**src/rtl/core/bts_pkg.sv**
```systemverilog
`timescale 1ns / 1ps
// ----------------------------------------------------------------------------
// bts_pkg: shared widths and types for the burst time statistics block
// Field widths, the serial step counter width and the sequencer states.
// ----------------------------------------------------------------------------
package bts_pkg;

	// field widths
	localparam int SAMPLE_BITS = 48;
	localparam int COUNT_BITS  = 32;
	localparam int SUM_BITS    = 64;

	// serial passes walk the full sum width, one bit per cycle
	localparam int STEP_W = $clog2(SUM_BITS);

	// top level sequencer
	typedef enum logic [1:0] {
		ST_IDLE,
		ST_UPDATE,
		ST_DIVIDE,
		ST_FINISH
	} bts_state_t;

endpackage

```
**src/rtl/core/bts_update.sv**
```systemverilog
`timescale 1ns / 1ps
// ----------------------------------------------------------------------------
// bts_update: bit-serial statistics update
// Holds seen flag, count, total, minimum and maximum. One request is folded
// in LSB first, one bit per cycle: serial add into the total, serial
// compare against minimum and maximum, serial saturating count increment.
// ----------------------------------------------------------------------------
module bts_update import bts_pkg::*; (
	input  logic                   clk,
	input  logic                   arst_n,
	input  logic                   start,
	input  logic [SAMPLE_BITS-1:0] duration,
	output logic                   done,
	output logic                   seen,
	output logic [COUNT_BITS-1:0]  count,
	output logic [SUM_BITS-1:0]    sum,
	output logic [SAMPLE_BITS-1:0] min_val,
	output logic [SAMPLE_BITS-1:0] max_val
);

	logic                   busy_q;
	logic                   fin_q;
	logic                   done_q;
	logic [STEP_W-1:0]      step_q;
	logic [SAMPLE_BITS-1:0] dur_q;
	logic [SUM_BITS-1:0]    sum_q;
	logic [COUNT_BITS-1:0]  cnt_q;
	logic [SAMPLE_BITS-1:0] min_q;
	logic [SAMPLE_BITS-1:0] max_q;
	logic                   seen_q;
	logic                   carry_q;
	logic                   inc_q;
	logic                   lt_q;
	logic                   gt_q;

	logic in_smp;
	logic in_cnt;
	logic add_b;
	logic sum_bit;
	logic carry_d;
	logic last_step;

	// which bit positions are live this step
	always_comb begin
		in_smp    = {1'b0, step_q} < (STEP_W + 1)'(SAMPLE_BITS);
		in_cnt    = {1'b0, step_q} < (STEP_W + 1)'(COUNT_BITS);
		add_b     = in_smp & dur_q[0];
		sum_bit   = sum_q[0] ^ add_b ^ carry_q;
		carry_d   = (sum_q[0] & add_b) | (sum_q[0] & carry_q) | (add_b & carry_q);
		last_step = step_q == STEP_W'(SUM_BITS - 1);
	end

	// serial datapath and statistics registers
	always_ff @(posedge clk or negedge arst_n) begin
		if (!arst_n) begin
			busy_q  <= 1'b0;
			fin_q   <= 1'b0;
			done_q  <= 1'b0;
			step_q  <= '0;
			dur_q   <= '0;
			sum_q   <= '0;
			cnt_q   <= '0;
			min_q   <= '0;
			max_q   <= '0;
			seen_q  <= 1'b0;
			carry_q <= 1'b0;
			inc_q   <= 1'b0;
			lt_q    <= 1'b0;
			gt_q    <= 1'b0;
		end else begin
			done_q <= fin_q;
			fin_q  <= busy_q & ~start & last_step;
			if (start) begin
				busy_q  <= 1'b1;
				step_q  <= '0;
				dur_q   <= duration;
				carry_q <= 1'b0;
				inc_q   <= ~&cnt_q;
				lt_q    <= 1'b0;
				gt_q    <= 1'b0;
			end else if (busy_q) begin
				// total: serial add, rotate right
				sum_q   <= {sum_bit, sum_q[SUM_BITS-1:1]};
				carry_q <= carry_d;
				// min / max compare, last differing bit decides
				if (in_smp) begin
					dur_q <= {dur_q[0], dur_q[SAMPLE_BITS-1:1]};
					min_q <= {min_q[0], min_q[SAMPLE_BITS-1:1]};
					max_q <= {max_q[0], max_q[SAMPLE_BITS-1:1]};
					if (dur_q[0] != min_q[0]) begin
						lt_q <= ~dur_q[0];
					end
					if (dur_q[0] != max_q[0]) begin
						gt_q <= dur_q[0];
					end
				end
				// count: serial increment, suppressed when full
				if (in_cnt) begin
					cnt_q <= {cnt_q[0] ^ inc_q, cnt_q[COUNT_BITS-1:1]};
					inc_q <= cnt_q[0] & inc_q;
				end
				step_q <= step_q + 1'b1;
				if (last_step) begin
					busy_q <= 1'b0;
				end
			end else if (fin_q) begin
				// commit min / max and saturate the total
				if (!seen_q || lt_q) begin
					min_q <= dur_q;
				end
				if (!seen_q || gt_q) begin
					max_q <= dur_q;
				end
				if (carry_q) begin
					sum_q <= '1;
				end
				seen_q <= 1'b1;
			end
		end
	end

	assign done    = done_q;
	assign seen    = seen_q;
	assign count   = cnt_q;
	assign sum     = sum_q;
	assign min_val = min_q;
	assign max_val = max_q;

endmodule

```
**src/rtl/core/bts_div.sv**
```systemverilog
`timescale 1ns / 1ps
// ----------------------------------------------------------------------------
// bts_div: bit-serial restoring divider for the mean
// Total divided by count, one quotient bit per cycle, MSB first. The
// quotient saturates at the largest sample value.
// ----------------------------------------------------------------------------
module bts_div import bts_pkg::*; (
	input  logic                   clk,
	input  logic                   arst_n,
	input  logic                   start,
	input  logic [SUM_BITS-1:0]    dividend,
	input  logic [COUNT_BITS-1:0]  divisor,
	output logic                   done,
	output logic [SAMPLE_BITS-1:0] quotient
);

	logic                  busy_q;
	logic                  done_q;
	logic [STEP_W-1:0]     step_q;
	logic [SUM_BITS-1:0]   num_q;
	logic [COUNT_BITS-1:0] rem_q;
	logic [COUNT_BITS-1:0] div_q;

	logic [COUNT_BITS:0]   trial;
	logic                  ge;
	logic [COUNT_BITS:0]   diff;
	logic [SUM_BITS-1:0]   high_part;

	// one restoring step
	always_comb begin
		trial = {rem_q, num_q[SUM_BITS-1]};
		ge    = trial >= {1'b0, div_q};
		diff  = trial - {1'b0, div_q};
	end

	// iteration registers
	always_ff @(posedge clk or negedge arst_n) begin
		if (!arst_n) begin
			busy_q <= 1'b0;
			done_q <= 1'b0;
			step_q <= '0;
			num_q  <= '0;
			rem_q  <= '0;
			div_q  <= '0;
		end else begin
			done_q <= busy_q & ~start & (step_q == STEP_W'(SUM_BITS - 1));
			if (start) begin
				busy_q <= 1'b1;
				step_q <= '0;
				num_q  <= dividend;
				rem_q  <= '0;
				div_q  <= divisor;
			end else if (busy_q) begin
				num_q  <= {num_q[SUM_BITS-2:0], ge};
				rem_q  <= ge ? diff[COUNT_BITS-1:0] : trial[COUNT_BITS-1:0];
				step_q <= step_q + 1'b1;
				if (step_q == STEP_W'(SUM_BITS - 1)) begin
					busy_q <= 1'b0;
				end
			end
		end
	end

	// saturate to the sample range
	always_comb begin
		high_part = num_q >> SAMPLE_BITS;
		quotient  = (high_part != '0) ? '1 : num_q[SAMPLE_BITS-1:0];
	end

	assign done = done_q;

endmodule

```
**src/rtl/core/burst_time_statistics.sv**
```systemverilog
`timescale 1ns / 1ps
// ----------------------------------------------------------------------------
// burst_time_statistics: running min / max / mean over burst durations
// Keeps count, total, minimum, maximum and mean of nonzero durations.
// ----------------------------------------------------------------------------
// Usage:
//   Input channel: in_valid / in_stall with duration. A request is taken at
//   a clock edge with in_valid high and in_stall low.
//   Output channel: out_valid / out_stall with accepted, has_samples,
//   sample_count, total_dur, min_dur, max_dur and mean_time. Exactly one
//   result per request, in request order.
//   A nonzero duration is folded in bit-serially over the 64-bit total,
//   then the mean comes from a bit-serial restoring divider, and the
//   sequencer then loads the result register. A zero duration is ignored
//   and goes straight to the finish state, which loads its result. One
//   request is in work at a time, so the next request is taken only after
//   the result of the last one has been loaded into the output register.
//   The result sits in an output register: the next request is taken while
//   it still waits. If out_stall holds, the next result waits in the
//   sequencer and in_stall stays high until the output register frees.
//   Reset (arst_n low) clears all statistics to zero and drops out_valid.
// ----------------------------------------------------------------------------
module burst_time_statistics import bts_pkg::*; (
	input  logic                   clk,
	input  logic                   arst_n,
	input  logic                   in_valid,
	output logic                   in_stall,
	input  logic [SAMPLE_BITS-1:0] duration,
	output logic                   out_valid,
	input  logic                   out_stall,
	output logic                   accepted,
	output logic                   has_samples,
	output logic [COUNT_BITS-1:0]  sample_count,
	output logic [SUM_BITS-1:0]    total_dur,
	output logic [SAMPLE_BITS-1:0] min_dur,
	output logic [SAMPLE_BITS-1:0] max_dur,
	output logic [SAMPLE_BITS-1:0] mean_time
);

	bts_state_t state_q;
	bts_state_t state_d;

	logic                   acc_q;
	logic [SAMPLE_BITS-1:0] mean_q;
	logic                   out_valid_q;
	logic                   out_acc_q;
	logic                   out_seen_q;
	logic [COUNT_BITS-1:0]  out_count_q;
	logic [SUM_BITS-1:0]    out_sum_q;
	logic [SAMPLE_BITS-1:0] out_min_q;
	logic [SAMPLE_BITS-1:0] out_max_q;
	logic [SAMPLE_BITS-1:0] out_mean_q;

	logic                   in_take;
	logic                   nonzero;
	logic                   upd_start;
	logic                   upd_done;
	logic                   div_start;
	logic                   div_done;
	logic                   out_free;
	logic                   out_load;
	logic                   seen;
	logic [COUNT_BITS-1:0]  count;
	logic [SUM_BITS-1:0]    sum;
	logic [SAMPLE_BITS-1:0] min_val;
	logic [SAMPLE_BITS-1:0] max_val;
	logic [SAMPLE_BITS-1:0] quotient;

	// statistics update unit
	bts_update u_update (
		.clk      (clk),
		.arst_n   (arst_n),
		.start    (upd_start),
		.duration (duration),
		.done     (upd_done),
		.seen     (seen),
		.count    (count),
		.sum      (sum),
		.min_val  (min_val),
		.max_val  (max_val)
	);

	// mean divider
	bts_div u_div (
		.clk      (clk),
		.arst_n   (arst_n),
		.start    (div_start),
		.dividend (sum),
		.divisor  (count),
		.done     (div_done),
		.quotient (quotient)
	);

	// state register
	always_ff @(posedge clk or negedge arst_n) begin
		if (!arst_n) begin
			state_q <= ST_IDLE;
		end else begin
			state_q <= state_d;
		end
	end

	// next state and sequencing strobes
	always_comb begin
		in_stall  = state_q != ST_IDLE;
		in_take   = in_valid && state_q == ST_IDLE;
		nonzero   = duration != '0;
		out_free  = !out_valid_q || !out_stall;
		upd_start = 1'b0;
		div_start = 1'b0;
		out_load  = 1'b0;
		state_d   = state_q;
		unique case (state_q)
			ST_IDLE: begin
				if (in_take) begin
					upd_start = nonzero;
					state_d   = nonzero ? ST_UPDATE : ST_FINISH;
				end
			end
			ST_UPDATE: begin
				if (upd_done) begin
					div_start = 1'b1;
					state_d   = ST_DIVIDE;
				end
			end
			ST_DIVIDE: begin
				if (div_done) begin
					state_d = ST_FINISH;
				end
			end
			ST_FINISH: begin
				if (out_free) begin
					out_load = 1'b1;
					state_d  = ST_IDLE;
				end
			end
			default: begin
				state_d = ST_IDLE;
			end
		endcase
	end

	// accepted flag of the request in work, and the mean
	always_ff @(posedge clk or negedge arst_n) begin
		if (!arst_n) begin
			acc_q  <= 1'b0;
			mean_q <= '0;
		end else begin
			if (in_take) begin
				acc_q <= nonzero;
			end
			if (div_done) begin
				mean_q <= quotient;
			end
		end
	end

	// output valid
	always_ff @(posedge clk or negedge arst_n) begin
		if (!arst_n) begin
			out_valid_q <= 1'b0;
		end else if (out_load) begin
			out_valid_q <= 1'b1;
		end else if (!out_stall) begin
			out_valid_q <= 1'b0;
		end
	end

	// output payload
	always_ff @(posedge clk) begin
		if (out_load) begin
			out_acc_q   <= acc_q;
			out_seen_q  <= seen;
			out_count_q <= count;
			out_sum_q   <= sum;
			out_min_q   <= min_val;
			out_max_q   <= max_val;
			out_mean_q  <= mean_q;
		end
	end

	assign out_valid    = out_valid_q;
	assign accepted     = out_acc_q;
	assign has_samples  = out_seen_q;
	assign sample_count = out_count_q;
	assign total_dur    = out_sum_q;
	assign min_dur      = out_min_q;
	assign max_dur      = out_max_q;
	assign mean_time    = out_mean_q;

endmodule

```
**config.mk**
```make
export PLATFORM = sky130hd
export DESIGN_NAME = burst_time_statistics
export DESIGN_NICKNAME = d
export VERILOG_FILES = /design/src/rtl/core/bts_pkg.sv /design/src/rtl/core/bts_update.sv /design/src/rtl/core/bts_div.sv /design/src/rtl/core/burst_time_statistics.sv
export SDC_FILE = /design/constraint.sdc
export NUM_CORES = 1
export LEC_CHECK = 0
export BUFFER_PORTS_ARGS = -buffer_cell sky130_fd_sc_hd__buf_2
export CAP_MARGIN = 10
export CORE_ASPECT_RATIO = 1.2
export CORE_MARGIN = 1.5
export CORE_UTILIZATION = 55
export CTS_BUF_LIST = sky130_fd_sc_hd__clkbuf_4 sky130_fd_sc_hd__clkbuf_8 sky130_fd_sc_hd__clkbuf_16
export CTS_CLUSTER_DIAMETER = 60
export CTS_CLUSTER_SIZE = 16
export DETAILED_ROUTE_END_ITERATION = 8
export PLACE_DENSITY = 0.76
export SETUP_SLACK_MARGIN = 0.02
export SLEW_MARGIN = 20
export SYNTH_ARGS = -nofsm -noshare
export SYNTH_HDL_FRONTEND = slang
export SYNTH_HIERARCHICAL = 1
export SYNTH_SLANG_ARGS = --single-unit
```
**constraint.sdc**
```tcl
create_clock -name clk -period 45.5 [get_ports clk]
set_input_delay 4.55 -clock clk [delete_from_list [all_inputs] [get_ports clk]]
set_output_delay 4.55 -clock clk [all_outputs]
set_load 0.005 [all_outputs]
```
After elaboration in Yosys (flattened, before gate mapping) --
Index checks and enable logic that the tools add are counted.
Operators by class: reductions and logical operators 33, bitwise logic cells 18, $add $sub $neg 3, eq/ne operators 13, magnitude comparators 3, multiplexer cells 57
Operator list (count):
- $mux W48 | 12
- $mux W64 | 5
- $mux W32 | 3
- $reduce_bool A64 Y1 | 1
- $reduce_bool A48 Y1 | 1
- $ge A33 B32 Y1 | 1
- $reduce_and A32 Y1 | 1
- $sub A32 B32 Y32 | 1
- $mux W1 | 27
- $mux W6 | 4
- $reduce_bool A2 Y1 | 11
- $reduce_and A3 Y1 | 5
- $add A6 B1 Y6 const B | 2
- $eq A6 B6 Y1 const B | 2
- $lt A6 B6 Y1 const B | 2
- $reduce_and A4 Y1 | 3
- $mux W2 | 5
- $and A1 B1 Y1 | 9
- $pmux W2 S4 | 1
- $ne A2 B1 Y1 const B | 3
- $ne A2 B2 Y1 const B | 3
- $eq A2 B2 Y1 const B | 2
- $logic_not A1 Y1 | 4
- $not A1 Y1 | 4
- other kinds (8) | 15
Word-level totals: output and inout bits 244, bits in registers 684, logic and storage cells 158, input port bits 52

Longest topological paths before layout --
Gate-level depths: netlist (run 1).
depth in word-level cells 7, mapped depth 13, mapped depth without buffers 11

Hierarchy --
The synthesis (run 1) kept the hierarchy.
Modules (own cells, without submodules):
- bts_update | cells each 964, instances 1, area an instance 11234.5 µm²
- burst_time_statistics | cells each 388, instances 1, area an instance 9415.3 µm²
- bts_div | cells each 943, instances 1, area an instance 8388.0 µm²

Worst setup path before layout (run 1) --
No wires, ideal clock.
path kind input -> register, from input out_stall, to register out_acc_q, in the netlist accepted, enable pin, arrival time 21.967 ns, library setup time 1.212 ns, slack 22.321 ns, data required time 44.288 ns, cell stages on the path 1, path through a21boi_0
On the way: cells in the longest elaborated chain, start to end 4
Ends and longest elaborated chain:
- start, declared | line burst_time_statistics.sv:30 | input logic out_stall,
- $logic_not A1 Y1
- $logic_or A1 B1 Y1 | line burst_time_statistics.sv:108 | out_free = !out_valid_q || !out_stall;
- $mux W1 | line burst_time_statistics.sv:132 | if (out_free) begin
- $mux W1 | line burst_time_statistics.sv:113 | unique case (state_q)
- end signal, assigned | line burst_time_statistics.sv:172 | out_acc_q <= acc_q;
- end, declared | line burst_time_statistics.sv:46 | logic out_acc_q;
No other way between the ends. A chain may end at the register's enable or synchronous reset.

Worst setup path after layout (run 1) --
from input duration[7], to register u_update.cnt_q[21], in the netlist u_update/count[21]
On the way: cells in the longest elaborated chain, start to end 5
Ends and longest elaborated chain:
- start, declared | line burst_time_statistics.sv:28 | input logic [SAMPLE_BITS-1:0] duration,
- $reduce_bool A48 Y1 | line burst_time_statistics.sv:107 | nonzero = duration != '0;
- $mux W1 | line burst_time_statistics.sv:115 | if (in_take) begin
- $mux W1 | line burst_time_statistics.sv:113
- net upd_start | line burst_time_statistics.sv:56 | logic upd_start;
- $not A1 Y1 (no source line)
- $reduce_and A3 Y1 (no source line)
- end signal, assigned | line bts_update.sv:99 | cnt_q <= {cnt_q[0] ^ inc_q, cnt_q[COUNT_BITS-1:1]};
- end, declared | line bts_update.sv:27 | logic [COUNT_BITS-1:0] cnt_q;
The timed path passes the listed nets, and every way through them passes these cells.

==> impl_metrics.env, run 1 <==
export IMPL_cts_root_buf="clkbuf_16"
export IMPL_drt_pass1_iterations=5
export IMPL_period_needed_ns=7.470
export IMPL_yosysTopAreaCellShare_pct=38.09
export IMPL_synth_cells=2295
export IMPL_synth_ff_latch_count=684
export IMPL_startpoint_type="input pin"
export IMPL_setup_viol=0
export IMPL_clkTransAtPathRegs_ns=0.07
export IMPL_holdBufCountCts=0
export IMPL_place_hpwl_um=41380
export IMPL_min_from="mean_q[34]$_DFFE_PN0P_"
export IMPL_timing_critical_path_buf_inv=5
export IMPL_grt_overflow=0
export IMPL_gp_congestion=0.9187
export IMPL_synth_warnings=6
export IMPL_min_path_cells=0
export IMPL_h_tree_depth=2
export IMPL_crit_type="in2reg"
export IMPL_finalClockSkew_ns=0.02576
export IMPL_total_power_mw=1.095
export IMPL_synth_area_um2=29040
export IMPL_slowest_stage="nor4_1"
export IMPL_cts_setup_buffers=0
export IMPL_ys_types=77
export IMPL_syn_to_final_growth_pct=12.50
export IMPL_whs_ns=0.4459
export IMPL_setup_tns_ns=0
export IMPL_io_pins=296
export IMPL_portBuffers=295
export IMPL_cts_buffer_depth=3
export IMPL_status="completed"
export IMPL_r2r_cells=9
export IMPL_worstSetupEndpointType="register"
export IMPL_syn_area_per_cell_um2=12.65
export IMPL_cts_buffers=50
export IMPL_drt_iter0_drc=1261
export IMPL_crit_top_cell="buf_4"
export IMPL_drc=0
export IMPL_start_util_pct=55.44
export IMPL_yosysMostFrequentCell="dfrtp_1"
export IMPL_antenna_found_initial=0
export IMPL_cap_violations=0
export IMPL_synth_top_flop_cell="dfrtp_1"
export IMPL_hold_class="reg2reg"
export IMPL_synth_edf_count=242
export IMPL_ant_nets=0
export IMPL_timing_rr_start="state_q[0]$_DFFE_PN0P_"
export IMPL_grt_pass1_wl_um=98410
export IMPL_irDropWorstVdd_uv=26.57
export IMPL_worstPathCellList="buf_2 > nor4_1 > buf_4 > nand4_1 > nor3_1 > nor2_4 > buf_4 > inv_2 > nand2_2 > nor2_2 > buf_4 > mux2_2"
export IMPL_post_route_cells_drive_above_1_share_pct=25.67
export IMPL_vias=18390
export IMPL_die_w_um=212.8
export IMPL_vias_per_cell=5.599
export IMPL_cts_resized=0
export IMPL_synth_common_cells="dfrtp_1 (442), nand2_1 (378), edfxtp_1 (242), o21ai_0 (165), mux2_2 (137)"
export IMPL_grt_pass1_vias=18220
export IMPL_p_per_area_nw_per_um2=33.51
export IMPL_crit_path_max_incr_delay_ns=0.62
export IMPL_r2r_setup_slack_ns=42.00
export IMPL_whs_endpoint="mean_time[34]$_DFFE_PP_"
export IMPL_cpLargestDelayFamily="simple AND/OR/NAND/NOR gates"
export IMPL_finalCritPeriodShare_pct=16.42
export IMPL_rsz0062_at_grt="false"
export IMPL_synth_seq_area_share_pct=63.12
export IMPL_synthArstFlopShare_pct=64.62
export IMPL_wirelength_um=62140
export IMPL_critPathLaunch="duration[7]"
export IMPL_dp_slack_ns=37.48
export IMPL_fmax_mhz=133.9
export IMPL_synth_area_top_cells="dfrtp_1 (38%), edfxtp_1 (25%), mux2_2 (5.3%)"
export IMPL_hold_viol=0
export IMPL_critPathArrivalTime_ns=7.95
export IMPL_row_count=92
export IMPL_worst_pin_slew_ns=1.121
export IMPL_grt_use_total_pct=22.88
export IMPL_cts_tree="built"
export IMPL_avgRoutedWirePerCell_um=18.92
export IMPL_clock_latency_ns=0.61
export IMPL_r2r_end="u_update/sum[61]$_DFFE_PN0P_"
export IMPL_nNetsFinal=2632
export IMPL_grt_max_degree=129
export IMPL_crit_fanout=73
export IMPL_cts_sinks=684
export IMPL_die_y_um=254.7
export IMPL_final_max_slew_viol_count=0
export IMPL_syn_nets=2389
export IMPL_cp_required_ns=45.98
export IMPL_synth_top_cell_by_area="dfrtp_1"
export IMPL_setup_ws_ns=38.03
export IMPL_coreArea_um2=52380
export IMPL_dieArea_um2=54190
export IMPL_slew_headroom_pct=25.28
export IMPL_p_leak_nw=12.98
[stage by stage]
step	instance area [um^2]	cells	utilization (%)
2_1_floorplan	29040	2295	-
3_3_place_gp	31000	3191	59.19
3_5_place_dp	31000	3191	59.19
4_1_cts	32660	3284	62.35
5_1_grt	32670	3284	62.37
6_report	32670	3285	62.37
[worst register-to-register path, cell delays in order (launching register included)]
cell and delay [ns]:
dfrtp_1 0.41, inv_1 0.13, ha_1 0.19, nand2_1 0.16, nor2_4 0.62, buf_4 0.73
inv_2 0.17, nand2_2 0.12, buf_4 0.58, o22a_1 0.32
[cells in the final DEF, fill, tap and decap left out, types with 54 or more instances in the layout]
master	n
inv_1	54
dfrtp_1	439
o22a_1	63
o21ai_0	165
mux2i_1	135
nand2_1	377
buf_2	294
mux2_2	137
edfxtp_1	242
nor2_1	70
[flip-flops by register name, summed over array words and instances (netlist names), 6 cells and up]
name and count:
max_dur 48, mean_q 48, mean_time 48, min_dur 48
sample_count 32, total_dur 64, u_div/div_q 32, u_div/num_q 64
u_div/rem_q 32, u_div/step_q 6, u_update/count 32, u_update/dur_q 48
u_update/max_val 48, u_update/min_val 48, u_update/step_q 6, u_update/sum 64
[per-layer routing]
layer	routed length (um)	vias to the layer above	part of all wire [%]	track usage [%]
li1	-	8628	-	-
met1	26790	9201	43	30.77
met2	30460	450	49	37.66
met3	2744	113	4.4	3.743
met4	2146	0	3.5	8.430
met5	0	-	0	0
[cell families (layout without fill, tap and decap cells)]
kind of cell    count (synthesis)  in the layout  synth area share [%]
fa+ha+maj                      42             42                 1.861
other cells                     0              1                     0
compound gates                386            386                 8.790
flops                         684            684                 63.12
buf+inv                       183            467                 2.900
xor+xnor                       32             32                0.9652
simple gates                  654            654                 10.24
mux                           314            314                 12.13
[cell type report]
type | count | area [um^2]
timing repair buffer | 319 | 1674
tap | 705 | 882.1
antenna | 1 | 2.502
inverter | 55 | 206.4
sequential | 684 | 18340
multi-input combinational | 1428 | 9907
clock buffer | 87 | 1565
clock inverter | 6 | 93.84
fill | 4007 | 19710
[power by group]
part           internal [mW]  switching, mW  total, mW
logic                0.00214        0.00911     0.0113
clock network          0.242          0.208      0.450
registers              0.634              0      0.634
total                  0.878          0.217       1.09
[worst max-delay path by stage]
stage | to | depth (start not counted)
global route | u_update/count[7]$_DFFE_PN0P_ | 12
global placement | u_update/count[15]$_DFFE_PN0P_ | 12
finish | u_update/count[21]$_DFFE_PN0P_ | 12
detailed placement | u_update/count[10]$_DFFE_PN0P_ | 12
CTS | u_update/count[10]$_DFFE_PN0P_ | 12
floorplan | accepted$_DFFE_PP_ | 1
(Power assumes the default switching activity.)
==> run 2, diff against run 1 <==
--- a/config.mk
+++ b/config.mk
@@ -5,6 +5,7 @@
 export SDC_FILE = /design/constraint.sdc
 export NUM_CORES = 1
 export LEC_CHECK = 0
+export ABC_AREA = 1
 export BUFFER_PORTS_ARGS = -buffer_cell sky130_fd_sc_hd__buf_2
 export CAP_MARGIN = 10
 export CORE_ASPECT_RATIO = 1.2
==> constraint.sdc (replaced) <==
create_clock -name clk -period 6.9 [get_ports clk]
set_input_delay 0.69 -clock clk [delete_from_list [all_inputs] [get_ports clk]]
set_output_delay 0.69 -clock clk [all_outputs]
set_load 0.005 [all_outputs]
==> run 2 against run 1 <==
  * Power rose to 6.6 times the previous value
  * Register-to-register slack worse by 39 ns
  * Hold slack got worse by 0.42 ns
  * First-iteration DRC count grew 30%
  * Final area rose by 1.6%
==> impl_metrics.env, run 2 <==
export IMPL_status="completed"
export IMPL_use_met1_pct=31.47
export IMPL_yosysTopAreaCellShare_pct=37.25
export IMPL_final_max_slew_viol_count=0
export IMPL_finalClockSkew_ns=0.02818
export IMPL_grt_max_degree=189
export IMPL_cpLargestDelayFamily="simple AND/OR/NAND/NOR gates"
export IMPL_grt_use_total_pct=24.34
export IMPL_crit_fanout=68
export IMPL_r2r_setup_slack_ns=3.32
export IMPL_slew_headroom_pct=31.56
export IMPL_grt_pass1_wl_um=109200
export IMPL_setup_viol=0
export IMPL_portBuffers=295
export IMPL_filler_cell_count=4436
export IMPL_crit_end="u_update/count[31]$_DFFE_PN0P_"
export IMPL_vias_per_cell=5.313
export IMPL_synth_common_cells="nand2_1 (891), dfrtp_1 (442), inv_1 (439), edfxtp_1 (242), o21ai_0 (181)"
export IMPL_syn_to_final_growth_pct=11.76
export IMPL_h_tree_depth=2
export IMPL_gp_congestion=0.9295
export IMPL_synthArstFlopShare_pct=64.62
export IMPL_cts_resized=0
export IMPL_slowest_stage="nand2_2"
export IMPL_cts_root_buf="clkbuf_16"
export IMPL_ff_latch_area_um2=18330
export IMPL_syn_nets=3076
export IMPL_cts_tree="built"
export IMPL_nNetsFinal=3308
export IMPL_syn_area_per_cell_um2=9.958
export IMPL_final_cell_mix="nand2_1 (891), dfrtp_1 (442), inv_1 (437)"
export IMPL_critPathLaunch="duration[11]"
export IMPL_grt_overflow=0
export IMPL_rsz0062_at_grt="false"
export IMPL_cts_buffer_depth=3
export IMPL_synth_area_um2=29700
export IMPL_antenna_found_initial=0
export IMPL_ant_nets=0
export IMPL_r2r_cells=15
export IMPL_critPathArrivalTime_ns=4.10
export IMPL_yosysMostFrequentCell="nand2_1"
export IMPL_crit_type="in2reg"
export IMPL_synth_warnings=6
export IMPL_synth_top_flop_cell="dfrtp_1"
export IMPL_finalCritPeriodShare_pct=52.43
export IMPL_timing_rr_start="u_div/rem_q[18]$_DFFE_PN0P_"
export IMPL_cap_violations=0
export IMPL_cts_setup_buffers=0
export IMPL_vias=21090
export IMPL_period_needed_ns=3.617
export IMPL_synth_cells=2982
export IMPL_use_met2_pct=42.29
export IMPL_setup_tns_ns=0
export IMPL_io_pins=296
export IMPL_grt_util_met3_pct=4.653
export IMPL_wirelength_um=66240
export IMPL_crit_path_max_incr_delay_ns=0.87
export IMPL_hold_class="in2async"
export IMPL_post_route_cells_drive_above_1_share_pct=17.01
export IMPL_row_count=93
export IMPL_synth_edf_count=242
export IMPL_die_y_um=257.5
export IMPL_cts_sinks=684
export IMPL_dieArea_um2=55400
export IMPL_clock_latency_ns=0.62
export IMPL_timing_critical_path_buf_inv=2
export IMPL_synth_area_top_cells="dfrtp_1 (37%), edfxtp_1 (24%), nand2_1 (11%)"
export IMPL_cp_num_cells=12
export IMPL_holdBufCountCts=0
export IMPL_cp_required_ns=7.39
export IMPL_dp_slack_ns=2.737
export IMPL_synth_top_cell_by_area="dfrtp_1"
export IMPL_synth_seq_area_share_pct=61.72
export IMPL_diodes=0
export IMPL_hold_viol=0
export IMPL_p_leak_nw=15.51
export IMPL_ys_types=53
export IMPL_worst_pin_slew_ns=1.027
export IMPL_setup_ws_ns=3.283
export IMPL_final_common_cell="nand2_1"
export IMPL_irDropWorstVdd_uv=197.7
export IMPL_r2r_end="u_div/rem_q[27]$_DFFE_PN0P_"
export IMPL_start_util_pct=55.48
export IMPL_grt_busiest_layer="met2"
export IMPL_drt_pass1_iterations=6
export IMPL_cts_buffers=51
export IMPL_worstSetupEndpointType="register"
export IMPL_clkTransAtPathRegs_ns=0.07
export IMPL_place_hpwl_um=44640
export IMPL_drt_iter0_drc=1645
export IMPL_worstPathCellList="buf_2 > nor2_1 > nand2_1 > nor2_1 > nand2_1 > nor2_1 > nand2_1 > nand3_1 > inv_2 > nor2_8 > nand2_2 > mux2_2"
export IMPL_avgRoutedWirePerCell_um=16.69
export IMPL_synth_ff_latch_count=684
export IMPL_coreArea_um2=53530
export IMPL_multi_input_area_um2=8951
export IMPL_p_per_area_nw_per_um2=217.7
export IMPL_die_w_um=215.1
export IMPL_drc=0
export IMPL_grt_pass1_vias=20910
export IMPL_startpoint_type="input pin"
export IMPL_fmax_mhz=276.4
[run 2: per-stage QoR]
step                      power (mW)  util, %  instance area [um^2]  hold slack (ns)  instances
after floorplan                4.267        -                 29700           0.3944       2982
after global placement         4.339    58.85                 31500           0.4300       3873
after detailed placement       4.342    58.85                 31500           0.4297       3873
after CTS                      7.295    61.98                 33170          0.03903       3969
after global routing           7.454    62.00                 33190          0.07248       3969
final                          7.225    62.00                 33190          0.02261       3969
[run 2: layout make-up]
class,instances,area share (%)
sequential,684,55.22
multi-input combinational,1717,26.97
inverter,449,5.101
timing repair buffer,311,4.976
clock buffer,87,4.679
tap,712,2.684
clock inverter,9,0.3657
[run 2: how the worst min path moves through the flow]
stage,slack (ns),from,depth (start not counted),endpoint
3_3_place_gp,0.43,u_update/min_val[31]$_DFFE_PN0P_,0,min_dur[31]$_DFFE_PP_
3_5_place_dp,0.43,u_update/max_val[19]$_DFFE_PN0P_,0,max_dur[19]$_DFFE_PP_
6_report,0.02,arst_n,1,u_update/min_val[18]$_DFFE_PN0P_
4_1_cts,0.04,arst_n,1,u_update/dur_q[18]$_DFFE_PN0P_
5_1_grt,0.07,arst_n,1,u_update/dur_q[22]$_DFFE_PN0P_
2_1_floorplan,0.39,arst_n,0,acc_q$_DFFE_PN0N_
[run 2: power breakdown]
group          internal (mW)          switching, mW  leakage [nW]
Sequential              4.18  0.0000000000000000235          7.45
Combinational         0.0154                 0.0607          7.21
Clock                   1.56                   1.41         0.851
Total                   5.76                   1.47          15.5
[run 2: layer usage]
layer / vias to the layer above / share of wire, %
met1: 10250 / 41
met3: 100 / 6.2
met2: 578 / 50
li1: 10160 / -
met4: 0 / 2.3
met5: - / 0
[run 2: kinds of logic after synthesis]
group           share of synthesized area (%)
xor+xnor                               0.4129
compound gates                          11.34
mux                                    0.1138
fa+ha+maj                               1.820
buf+inv                                 8.229
flops                                   61.72
simple gates                            16.36
